$ cat src/rtl/core/uanc_pkg.sv
package uanc_pkg;

    localparam int COUNT_WIDTH_DEFAULT = 16;
    localparam logic [15:0] CAPACITY_RESET = 16'hFFFF;

    localparam logic [7:0] ACCENT_LEAD = 8'hCC;
    localparam logic [5:0] ACCENT_LOW  = 6'h01;

    // At most three bytes come out of one item.
    localparam int RESULT_MAX  = 3;
    localparam int QUEUE_DEPTH = 4;
    localparam int PTR_W       = $clog2(QUEUE_DEPTH);
    localparam int LEVEL_W     = $clog2(QUEUE_DEPTH + 1);

    typedef struct packed {
        logic [7:0]  out_byte;
        logic        byte_valid;
        logic        run_last;
        logic        message_done;
        logic        overflow_error;
        logic [15:0] total_length;
    } result_t;

    typedef struct packed {
        logic [1:0]                     count;
        result_t [RESULT_MAX-1:0]       rec;
    } push_t;

    // Precomposed code point of a vowel with acute; zero for anything else.
    function automatic logic [7:0] accented_code(input logic [6:0] c);
        logic [7:0] code;
        case (c)
            7'h61:   code = 8'hE1; // a
            7'h41:   code = 8'hC1; // A
            7'h65:   code = 8'hE9; // e
            7'h45:   code = 8'hC9; // E
            7'h69:   code = 8'hED; // i
            7'h49:   code = 8'hCD; // I
            7'h6F:   code = 8'hF3; // o
            7'h4F:   code = 8'hD3; // O
            7'h75:   code = 8'hFA; // u
            7'h55:   code = 8'hDA; // U
            7'h79:   code = 8'hFD; // y
            7'h59:   code = 8'hDD; // Y
            default: code = 8'h00;
        endcase
        return code;
    endfunction

    // Number of continuation bytes announced by a lead byte.
    function automatic logic [1:0] lead_class(input logic [7:0] b);
        logic [1:0] n;
        if (b[7:5] == 3'b110) begin
            n = 2'd1;
        end
        else if (b[7:4] == 4'b1110) begin
            n = 2'd2;
        end
        else if (b[7:3] == 5'b11110) begin
            n = 2'd3;
        end
        else begin
            n = 2'd0;
        end
        return n;
    endfunction

endpackage

$ cat src/rtl/core/uanc_step.sv
module uanc_step
    import uanc_pkg::*;
#(
    parameter int COUNT_WIDTH = COUNT_WIDTH_DEFAULT
)
(
    input  logic        clk,
    input  logic        rst_n,
    input  logic        accept,
    input  logic [7:0]  in_byte,
    input  logic        end_of_message,
    input  logic [15:0] capacity,
    output push_t       push
);

    localparam int LW = (COUNT_WIDTH > 16) ? COUNT_WIDTH : 16;

    logic [6:0]             held_letter_reg, held_letter_next;
    logic                   letter_pending_reg, letter_pending_next;
    logic                   mark_pending_reg, mark_pending_next;
    logic [1:0]             cont_left_reg, cont_left_next;
    logic [COUNT_WIDTH-1:0] count_reg, count_next;
    logic                   ovf_reg, ovf_next;

    logic [7:0]             cand [RESULT_MAX];
    logic [1:0]             n_cand;
    logic [7:0]             code;
    logic [LW-1:0]          cap_ext, max_ext, lim_ext, total_ext;
    logic [COUNT_WIDTH-1:0] limit, room, count_after;
    logic [1:0]             emitted, nres;
    logic                   ovf_after;

    // Candidate bytes and the new letter/sequence state.
    always_comb
    begin
        for (int k = 0; k < RESULT_MAX; k++)
        begin
            cand[k] = 8'h00;
        end
        n_cand              = 2'd0;
        held_letter_next    = held_letter_reg;
        letter_pending_next = letter_pending_reg;
        mark_pending_next   = mark_pending_reg;
        cont_left_next      = cont_left_reg;
        code                = accented_code(held_letter_reg);

        if (mark_pending_reg)
        begin
            if (in_byte[5:0] == ACCENT_LOW)
            begin
                cand[0] = {6'b110000, code[7:6]};
                cand[1] = {2'b10, code[5:0]};
                n_cand  = 2'd2;
            end
            else
            begin
                cand[0] = {1'b0, held_letter_reg};
                cand[1] = ACCENT_LEAD;
                cand[2] = in_byte;
                n_cand  = 2'd3;
            end
            letter_pending_next = 1'b0;
            mark_pending_next   = 1'b0;
            cont_left_next      = 2'd0;
        end
        else if (cont_left_reg != 2'd0)
        begin
            cand[0]        = in_byte;
            n_cand         = 2'd1;
            cont_left_next = cont_left_reg - 2'd1;
        end
        else if (letter_pending_reg && in_byte == ACCENT_LEAD)
        begin
            mark_pending_next = 1'b1;
        end
        else
        begin
            if (letter_pending_reg)
            begin
                cand[n_cand]        = {1'b0, held_letter_reg};
                n_cand              = n_cand + 2'd1;
                letter_pending_next = 1'b0;
            end
            if (!in_byte[7] && accented_code(in_byte[6:0]) != 8'h00)
            begin
                held_letter_next    = in_byte[6:0];
                letter_pending_next = 1'b1;
            end
            else
            begin
                cand[n_cand]   = in_byte;
                n_cand         = n_cand + 2'd1;
                cont_left_next = lead_class(in_byte);
            end
        end

        // Flush whatever is held at the end of the message.
        if (end_of_message)
        begin
            if (letter_pending_next)
            begin
                cand[n_cand] = {1'b0, held_letter_next};
                n_cand       = n_cand + 2'd1;
            end
            if (mark_pending_next)
            begin
                cand[n_cand] = ACCENT_LEAD;
                n_cand       = n_cand + 2'd1;
            end
            letter_pending_next = 1'b0;
            mark_pending_next   = 1'b0;
        end
    end

    // Capacity check: emit what fits, flag the first byte that does not.
    always_comb
    begin
        cap_ext = LW'(capacity);
        max_ext = LW'({COUNT_WIDTH{1'b1}});
        lim_ext = (cap_ext < max_ext) ? cap_ext : max_ext;
        limit   = lim_ext[COUNT_WIDTH-1:0];
        room    = (count_reg >= limit) ? '0 : (limit - count_reg);

        if (ovf_reg)
        begin
            emitted   = 2'd0;
            ovf_after = 1'b1;
        end
        else if (room < COUNT_WIDTH'(n_cand))
        begin
            emitted   = room[1:0];
            ovf_after = 1'b1;
        end
        else
        begin
            emitted   = n_cand;
            ovf_after = 1'b0;
        end

        count_after = count_reg + COUNT_WIDTH'(emitted);
        total_ext   = LW'(count_after);
        nres        = (end_of_message && emitted == 2'd0) ? 2'd1 : emitted;
    end

    // Build the result records.
    always_comb
    begin
        push.count = nres;
        for (int k = 0; k < RESULT_MAX; k++)
        begin
            push.rec[k].out_byte       = (2'(k) < emitted) ? cand[k] : 8'h00;
            push.rec[k].byte_valid     = (2'(k) < emitted);
            push.rec[k].run_last       = (2'(k) == nres - 2'd1);
            push.rec[k].message_done   = end_of_message && (2'(k) == nres - 2'd1);
            push.rec[k].overflow_error = ovf_after;
            push.rec[k].total_length   =
                (end_of_message && (2'(k) == nres - 2'd1) && !ovf_after)
                ? total_ext[15:0] : 16'h0000;
        end
    end

    always_comb
    begin
        count_next = end_of_message ? '0 : count_after;
        ovf_next   = end_of_message ? 1'b0 : ovf_after;
    end

    always_ff @(posedge clk or negedge rst_n)
    begin
        if (!rst_n)
        begin
            held_letter_reg    <= 7'd0;
            letter_pending_reg <= 1'b0;
            mark_pending_reg   <= 1'b0;
            cont_left_reg      <= 2'd0;
            count_reg          <= '0;
            ovf_reg            <= 1'b0;
        end
        else if (accept)
        begin
            held_letter_reg    <= end_of_message ? 7'd0 : held_letter_next;
            letter_pending_reg <= letter_pending_next;
            mark_pending_reg   <= mark_pending_next;
            cont_left_reg      <= end_of_message ? 2'd0 : cont_left_next;
            count_reg          <= count_next;
            ovf_reg            <= ovf_next;
        end
    end

endmodule

$ cat src/rtl/core/uanc_queue.sv
module uanc_queue
    import uanc_pkg::*;
(
    input  logic    clk,
    input  logic    rst_n,
    input  logic    push_en,
    input  push_t   push,
    output logic    space_ok,
    output logic    out_valid,
    input  logic    out_stall,
    output result_t head
);

    result_t              entry [QUEUE_DEPTH];
    logic [PTR_W-1:0]     wr_ptr_reg, wr_ptr_next;
    logic [PTR_W-1:0]     rd_ptr_reg, rd_ptr_next;
    logic [LEVEL_W-1:0]   level_reg, level_next;
    logic [1:0]           push_n;
    logic                 pop;

    // Room for a full burst, judged on the registered level only.
    assign space_ok  = (level_reg <= LEVEL_W'(QUEUE_DEPTH - RESULT_MAX));
    assign out_valid = (level_reg != '0);
    assign head      = entry[rd_ptr_reg];
    assign pop       = out_valid && !out_stall;
    assign push_n    = push_en ? push.count : 2'd0;

    always_comb
    begin
        wr_ptr_next = wr_ptr_reg + PTR_W'(push_n);
        rd_ptr_next = rd_ptr_reg + PTR_W'(pop);
        level_next  = level_reg + LEVEL_W'(push_n) - LEVEL_W'(pop);
    end

    always_ff @(posedge clk)
    begin
        for (int k = 0; k < RESULT_MAX; k++)
        begin
            if (2'(k) < push_n)
            begin
                entry[wr_ptr_reg + PTR_W'(k)] <= push.rec[k];
            end
        end
    end

    always_ff @(posedge clk or negedge rst_n)
    begin
        if (!rst_n)
        begin
            wr_ptr_reg <= '0;
            rd_ptr_reg <= '0;
            level_reg  <= '0;
        end
        else
        begin
            wr_ptr_reg <= wr_ptr_next;
            rd_ptr_reg <= rd_ptr_next;
            level_reg  <= level_next;
        end
    end

endmodule

$ cat src/rtl/core/utf8_acute_nfc_composer_core.sv
// Streaming acute-accent composer for UTF-8 messages.
// Input channel: in_valid / in_stall carry one byte (in_byte) and its end_of_message
// mark; an item is taken at a clock edge with in_valid high and in_stall low.
// Output channel: out_valid / out_stall carry one result item per handshake: out_byte,
// byte_valid, run_last, message_done, overflow_error and total_length.
// Each input item causes zero to three result items. A vowel, then 0xCC and a byte
// with low six bits 0x01 (as in U+0301), comes out precomposed; all else is copied.
// The final byte of a message always causes at least one item, the last of which
// carries message_done. An item's results enter the result queue when it is taken.
// Throughput: one input item per cycle while each item yields at most one result and
// the receiver does not stall; two or three results of one item need a handshake each.
// The four-entry result queue sets this: in_stall rises when over one entry is held.
// A receiver stall holds the head item steady and fills the queue until in_stall rises.
// Configuration: cfg_write loads cfg_data into the output capacity; write only when
// idle. Reset clears message state and the queue and sets the capacity to 65535.
module utf8_acute_nfc_composer_core
    import uanc_pkg::*;
#(
    parameter int COUNT_WIDTH = COUNT_WIDTH_DEFAULT
)
(
    input  logic        clk,
    input  logic        rst_n,
    input  logic        cfg_write,
    input  logic [15:0] cfg_data,
    input  logic        in_valid,
    output logic        in_stall,
    input  logic [7:0]  in_byte,
    input  logic        end_of_message,
    output logic        out_valid,
    input  logic        out_stall,
    output logic [7:0]  out_byte,
    output logic        byte_valid,
    output logic        run_last,
    output logic        message_done,
    output logic        overflow_error,
    output logic [15:0] total_length
);

    logic [15:0] capacity_reg;
    logic        accept;
    logic        space_ok;
    push_t       push;
    result_t     head;

    // Take a new item only when the queue can absorb a full burst.
    assign in_stall = !space_ok;
    assign accept   = in_valid && space_ok;

    always_ff @(posedge clk or negedge rst_n)
    begin
        if (!rst_n)
        begin
            capacity_reg <= CAPACITY_RESET;
        end
        else if (cfg_write)
        begin
            capacity_reg <= cfg_data;
        end
    end

    // Decode, compose and count in one pass per item.
    uanc_step #(
        .COUNT_WIDTH (COUNT_WIDTH)
    ) u_step (
        .clk            (clk),
        .rst_n          (rst_n),
        .accept         (accept),
        .in_byte        (in_byte),
        .end_of_message (end_of_message),
        .capacity       (capacity_reg),
        .push           (push)
    );

    // Hold results until the receiver takes them.
    uanc_queue u_queue (
        .clk       (clk),
        .rst_n     (rst_n),
        .push_en   (accept),
        .push      (push),
        .space_ok  (space_ok),
        .out_valid (out_valid),
        .out_stall (out_stall),
        .head      (head)
    );

    assign out_byte       = head.out_byte;
    assign byte_valid     = head.byte_valid;
    assign run_last       = head.run_last;
    assign message_done   = head.message_done;
    assign overflow_error = head.overflow_error;
    assign total_length   = head.total_length;

endmodule

$ cat config.mk
export PLATFORM = sky130hd
export DESIGN_NAME = utf8_acute_nfc_composer_core
export DESIGN_NICKNAME = d
export VERILOG_FILES = /design/src/rtl/core/uanc_pkg.sv /design/src/rtl/core/uanc_step.sv /design/src/rtl/core/uanc_queue.sv /design/src/rtl/core/utf8_acute_nfc_composer_core.sv
export SDC_FILE = /design/constraint.sdc
export NUM_CORES = 1
export LEC_CHECK = 0
export ABC_AREA = 1
export ABC_CLOCK_PERIOD_IN_PS = 8420
export BUFFER_PORTS_ARGS = -buffer_cell sky130_fd_sc_hd__buf_2
export CAP_MARGIN = 10
export CELL_PAD_IN_SITES_DETAIL_PLACEMENT = 1
export CELL_PAD_IN_SITES_GLOBAL_PLACEMENT = 1
export CORE_ASPECT_RATIO = 1.25
export CORE_MARGIN = 5
export CORE_UTILIZATION = 40
export DETAILED_ROUTE_END_ITERATION = 10
export HOLD_SLACK_MARGIN = 0.15
export PLACE_DENSITY = 0.83
export SLEW_MARGIN = 20
export SYNTH_ARGS = -nofsm -noshare
export SYNTH_HDL_FRONTEND = slang
export SYNTH_SLANG_ARGS = --single-unit
$ cat constraint.sdc
create_clock -name clk -period 8.42 [get_ports clk]
set_clock_uncertainty 0.15 [all_clocks]
set_input_delay 0.421 -clock clk [delete_from_list [all_inputs] [get_ports clk]]
set_output_delay 0.421 -clock clk [all_outputs]
set_load 0.02 [all_outputs]
# Word level (Yosys, flattened, before mapping)
# Memory sizes are Yosys's and may differ from the RTL's.
# Cells that the tools add are included.
# W data, S select, Z words.
# op_classes
eq_ne	33
n_mux	85
bitwise_logic	6
n_addsub	13
reduce_logical	24
order_cmp	16
# ops
operator	count
$pmux W8 S12	2
$eq A7 B7 Y1 const B	24
$mux W24	7
$mux W16	8
$mux W8	14
$bwmux W24	2
$demux W8 S2	3
$mux W2	23
$mux W7	6
$mux W1	20
$add A16 B2 Y16	1
$ge A16 B16 Y1	1
$lt A16 B16 Y1 const B	1
$lt A16 B2 Y1	1
$sub A16 B16 Y16	1
$logic_and A1 B1 Y1	14
$and A12 B12 Y12	1
$not A12 Y12	1
$or A12 B12 Y12	1
$ge A3 B3 Y1 const B	3
$lt A3 B1 Y1 const B	3
$not A2 Y3	3
$add A2 B1 Y2 const B	4
$eq A8 B8 Y1 const B	1
22 further kinds	32
# word_totals
memories	1
input_bits	30
elab_cells	188
ramBits	112
register_bits	51
output_inout_bits	30
# mem_list
memory	words	word_bits	read_ports	rd_ports_with_merged_regs	wr	line	rtl
u_queue.entry	4	28	1	0	3	uanc_queue.sv:14	result_t entry [QUEUE_DEPTH];

# Longest topological paths before layout
# depth
ltp_word	28
depth_mapped	46

# By module
# Synthesis repeated with hierarchy kept, for this count alone.
# unflattened
cells_unflattened	1783
area_unflattened_um2	12316.8
# by_module_without_submodules
module	area_each_um2	n_inst	seq_area_each_um2	cells_per_inst
uanc_queue	7398.3	1	3538.4	1005
uanc_step	4242.8	1	700.7	707
utf8_acute_nfc_composer_core	675.6	1	420.4	71

# Worst setup path before layout
# No wires, ideal clock.
# synth_timing
kind	input to register
startpoint	input port in_byte[3]
endpoint	memory u_queue.entry[2][14] (netlist name) (data pin)
setup_slack_ns	2.255
arrival_ns	5.763
setup_ns	0.252
t_required_ns	8.018
path_stages	43
n_path_buf	2
cell_sequence	buf_2 nand2_1 inv_1 a21oi_1 nand3_2 ha_1 or2_2 nand2_1 nor2_2 ha_1 o21ai_2 inv_1 ha_1 nand2_1 o21ai_0 inv_1 o21ai_2 ha_1 (+7 left out) fa_1 nand3_1 nor2_1 inv_1 nor2_1 nand4_1 nor2_1 nand2_1 nor2_1 inv_1 nor2_1 nand2_1 xor2_1 inv_1 nand2_1 nand2_1 nand2_1 nand2_1
# synth_lines
element	line	rtl
start: declaration	utf8_acute_nfc_composer_core.sv:28	input logic [7:0] in_byte,
end: declaration	uanc_queue.sv:14	

==> metrics.yaml <==
timing:
  slew_headroom_pct: 22.1
  timing.fmax_mhz: 144
  setup-violations-final: 0
  final_max_slew_viol_count: 0
  worst_pin_slew_ns: 1.16
  fin_crit_ns: 6.95
  finalCritPeriodShare_pct: 82.6
  grt_setup_unrepaired: "false"
  hold_violations: 0
  finalSetupTns_ns: 0
pwr:
  ir_drop_mv: 0.134
  leakage_nw: 5.98
  p_per_area_nw_per_um2: 324
critical_path:
  worstPathArrival_ns: 7.01
  cp-startpoint: "u_step.mark_pending_reg"
  cp_slowest_cell: "dfrtp_1"
  cp.required_ns: 8.48
  cp_common_cell: "nand2_1"
  max_stage_delay_ns: 0.69
  r2r_end: "u_queue.entry[2][15]"
  startpoint_type: "register"
  worstSetupEndpointType: "register"
  reg2reg_setup_slack_ns: 1.47
  reg2reg_from: "u_step.mark_pending_reg"
  cp_max_fo: 15
  reg2reg_depth: 36
  critPathKind: "reg -> reg"
die:
  fp.dieArea_um2: 33200
  ioPinCount: 60
  coreArea_um2: 29300
  initial_core_util_pct: 40.6
  rows: 70
  chipWidth_um: 164
  die_h_um: 203
hold_path:
  hp-class: "in -> reg"
  hold_depth: 3
  min_from: "cfg_write"
  holdPathEnd: "capacity_reg[0]"
final_layout:
  final_cell_area_um2: 13100
  area_growth_pct: 10.5
  nets: 1719
  antenna_cells: 0
  final_layout_size_suffix_gt1_share_pct: 12.5
  finalNonFillerCells: 2064
  largest_reg_flops: 112
placed_design:
  gp_congestion: 0.897
  io_buffer_count: 59
  place_area_um2: 12400
  dp_cells: 2015
  dp_hpwl_um: 27700
drt:
  route.detailed.drc: 0
  drt_iter0_markers: 751
  drt_wl_total_um: 39900
  viasPerCell: 5.62
  vias: 11600
  first_pass_iters: 5
  ant_nets: 0
  wire_per_inst_um: 19.4
job:
  drv_cap: 0
logic_synthesis:
  synth_ff_type: "edfxtp_1"
  synthArstFlopShare_pct: 31.3
  synth-seq-area-share_pct: 39.3
  syn_nets: 1692
  synth_seq_cells: 163
  syn-instance-count: 1628
  yosysWarnings: 0
  ys_types: 57
  syn_area_um2: 11900
  synth_enable_flop_cells: 112
  avgSynthCellArea_um2: 7.29
clocking:
  h-tree-depth: 4
  clkLatencyLatePin_ns: 0.45
  path_clk_slew_ns: 0.07
  root_buffer: "clkbuf_16"
  cts_num_sinks: 163
  numCtsBuffers: 17
  tritoncts: "yes"
  clockBufferDepth: 2
global_route:
  grt_pass1_vias: 12200
  grt_max_degree: 59
  antenna_found_initial: 0
  grt_first_pass_wirelength_um: 64200
  grtUsageTotal_pct: 24.2
  overflow: 0
outcome:
  status: "finished clean"
==> cell usage in the layout, fill, tap and decap left out, drive strengths merged, types with 2 or more instances in the layout <==
cell and instances:
nand2 517, o221ai 3, a31oi 2, nor3 15, xor2 11, o21ai 124, nand3 176, a211oi 4
dlygate4sd3 17, a22oi 2, fa 3, dfstp 16, o22ai 55, a21o 2, or2 3, a21oi 36
clkbuf 19, nand3b 4, mux2 14, nand4 18, edfxtp 112, inv 170, o211ai 8, clkinv 4
buf 70, nor2 178, dfrtp 35, ha 31, clkinvlp 4, o21bai 3
==> layer usage <==
metal	share of wire (%)	up-vias	global-route usage [%]
met5	0	-	0
met3	4.4	87	3.17
li1	-	5475	-
met4	2.5	0	8.69
met1	42	5694	29.6
met2	51	337	43.4
==> critical path, delay by kind of cell, from the launching register on <==
family | cells | cell delay (ns)
AOI/OAI and AO/OA | 4 | 0.39
adders and majority gates | 4 | 1.10
and+or+nand+nor | 21 | 3.32
DFF | 1 | 0.69
buffers and inverters | 6 | 0.68
xor gates and xnor gates | 1 | 0.38
==> stage by stage <==
stage	utilization (%)	power (mW)	setup WS (ns)	hold WS, ns
5_1_grt	44.8	4.55	0.899	0.281
6_report	44.8	4.25	1.47	0.225
3_5_place_dp	42.3	3.45	1.24	0.310
2_1_floorplan	-	2.78	2.26	-0.0246
4_1_cts	44.8	4.25	1.49	0.228
3_3_place_gp	42.3	3.37	1.57	0.308
==> where the power goes <==
part	switching [mW]	internal (mW)	leakage (nW)
logic	1.64	0.663	4.05
clock network	0.359	0.412	0.260
registers	0.0888	1.09	1.66
==> cell families (layout without fill, tap and decap cells) <==
| kind of cell | Yosys count | after routing | synth area share, % |
|---|---|---|---|
| adders and majority gates | 34 | 34 | 3.78 |
| xor gates and xnor gates | 12 | 12 | 0.886 |
| muxes | 14 | 14 | 1.33 |
| AOI/OAI and AO/OA | 247 | 247 | 11.9 |
| DFF | 163 | 163 | 39.3 |
| and+or+nand+nor | 913 | 913 | 34.4 |
| buffers and inverters | 245 | 285 | 8.36 |
==> timing repair <==
action / in CTS / in global routing
hold endpoints to repair: 51 / 0
setup endpoints to repair: 0 / 0
hold buffers: 17 / 0
setup buffers: 0 / 0
gates resized for setup: 0 / 0
==> cell usage after synthesis, types with 15 or more instances <==
library cell | number | share of area (%)
edfxtp_1 | 112 | 28
a21oi_1 | 36 | 1.5
nor2_1 | 154 | 4.9
o21ai_0 | 108 | 4.6
nand4_1 | 16 | 0.84
ha_1 | 31 | 3.3
nand3_1 | 167 | 7.0
o22ai_1 | 55 | 2.9
dfstp_2 | 16 | 3.5
nand2_1 | 504 | 16
inv_2 | 15 | 0.47
inv_1 | 150 | 4.7
nor2_4 | 17 | 1.6
dfrtp_1 | 35 | 7.4
clkbuf_1 | 49 | 1.6
buf_2 | 21 | 0.89
==> how the worst max path moves through the flow <==
stage	end	slack [ns]	cells past startpoint
4_1_cts	u_queue.entry[2][15]	1.49	36
2_1_floorplan	u_queue.entry[2][14]	2.26	43
3_5_place_dp	u_queue.entry[2][15]	1.24	41
5_1_grt	u_queue.entry[2][15]	0.90	36
6_report	u_queue.entry[2][15]	1.47	36
3_3_place_gp	u_queue.entry[2][15]	1.57	41
==> area by class of cell <==
class | instances | area, um^2
flip-flops and latches | 163 | 4660
well taps | 396 | 495
multi-input cells | 1220 | 6230
fillers | 3793 | 16100
repair buffers | 87 | 548
inverters | 166 | 623
clock buffers | 19 | 433
clock inverters | 13 | 125
Note: power is estimated with default switching activity, not from simulation.
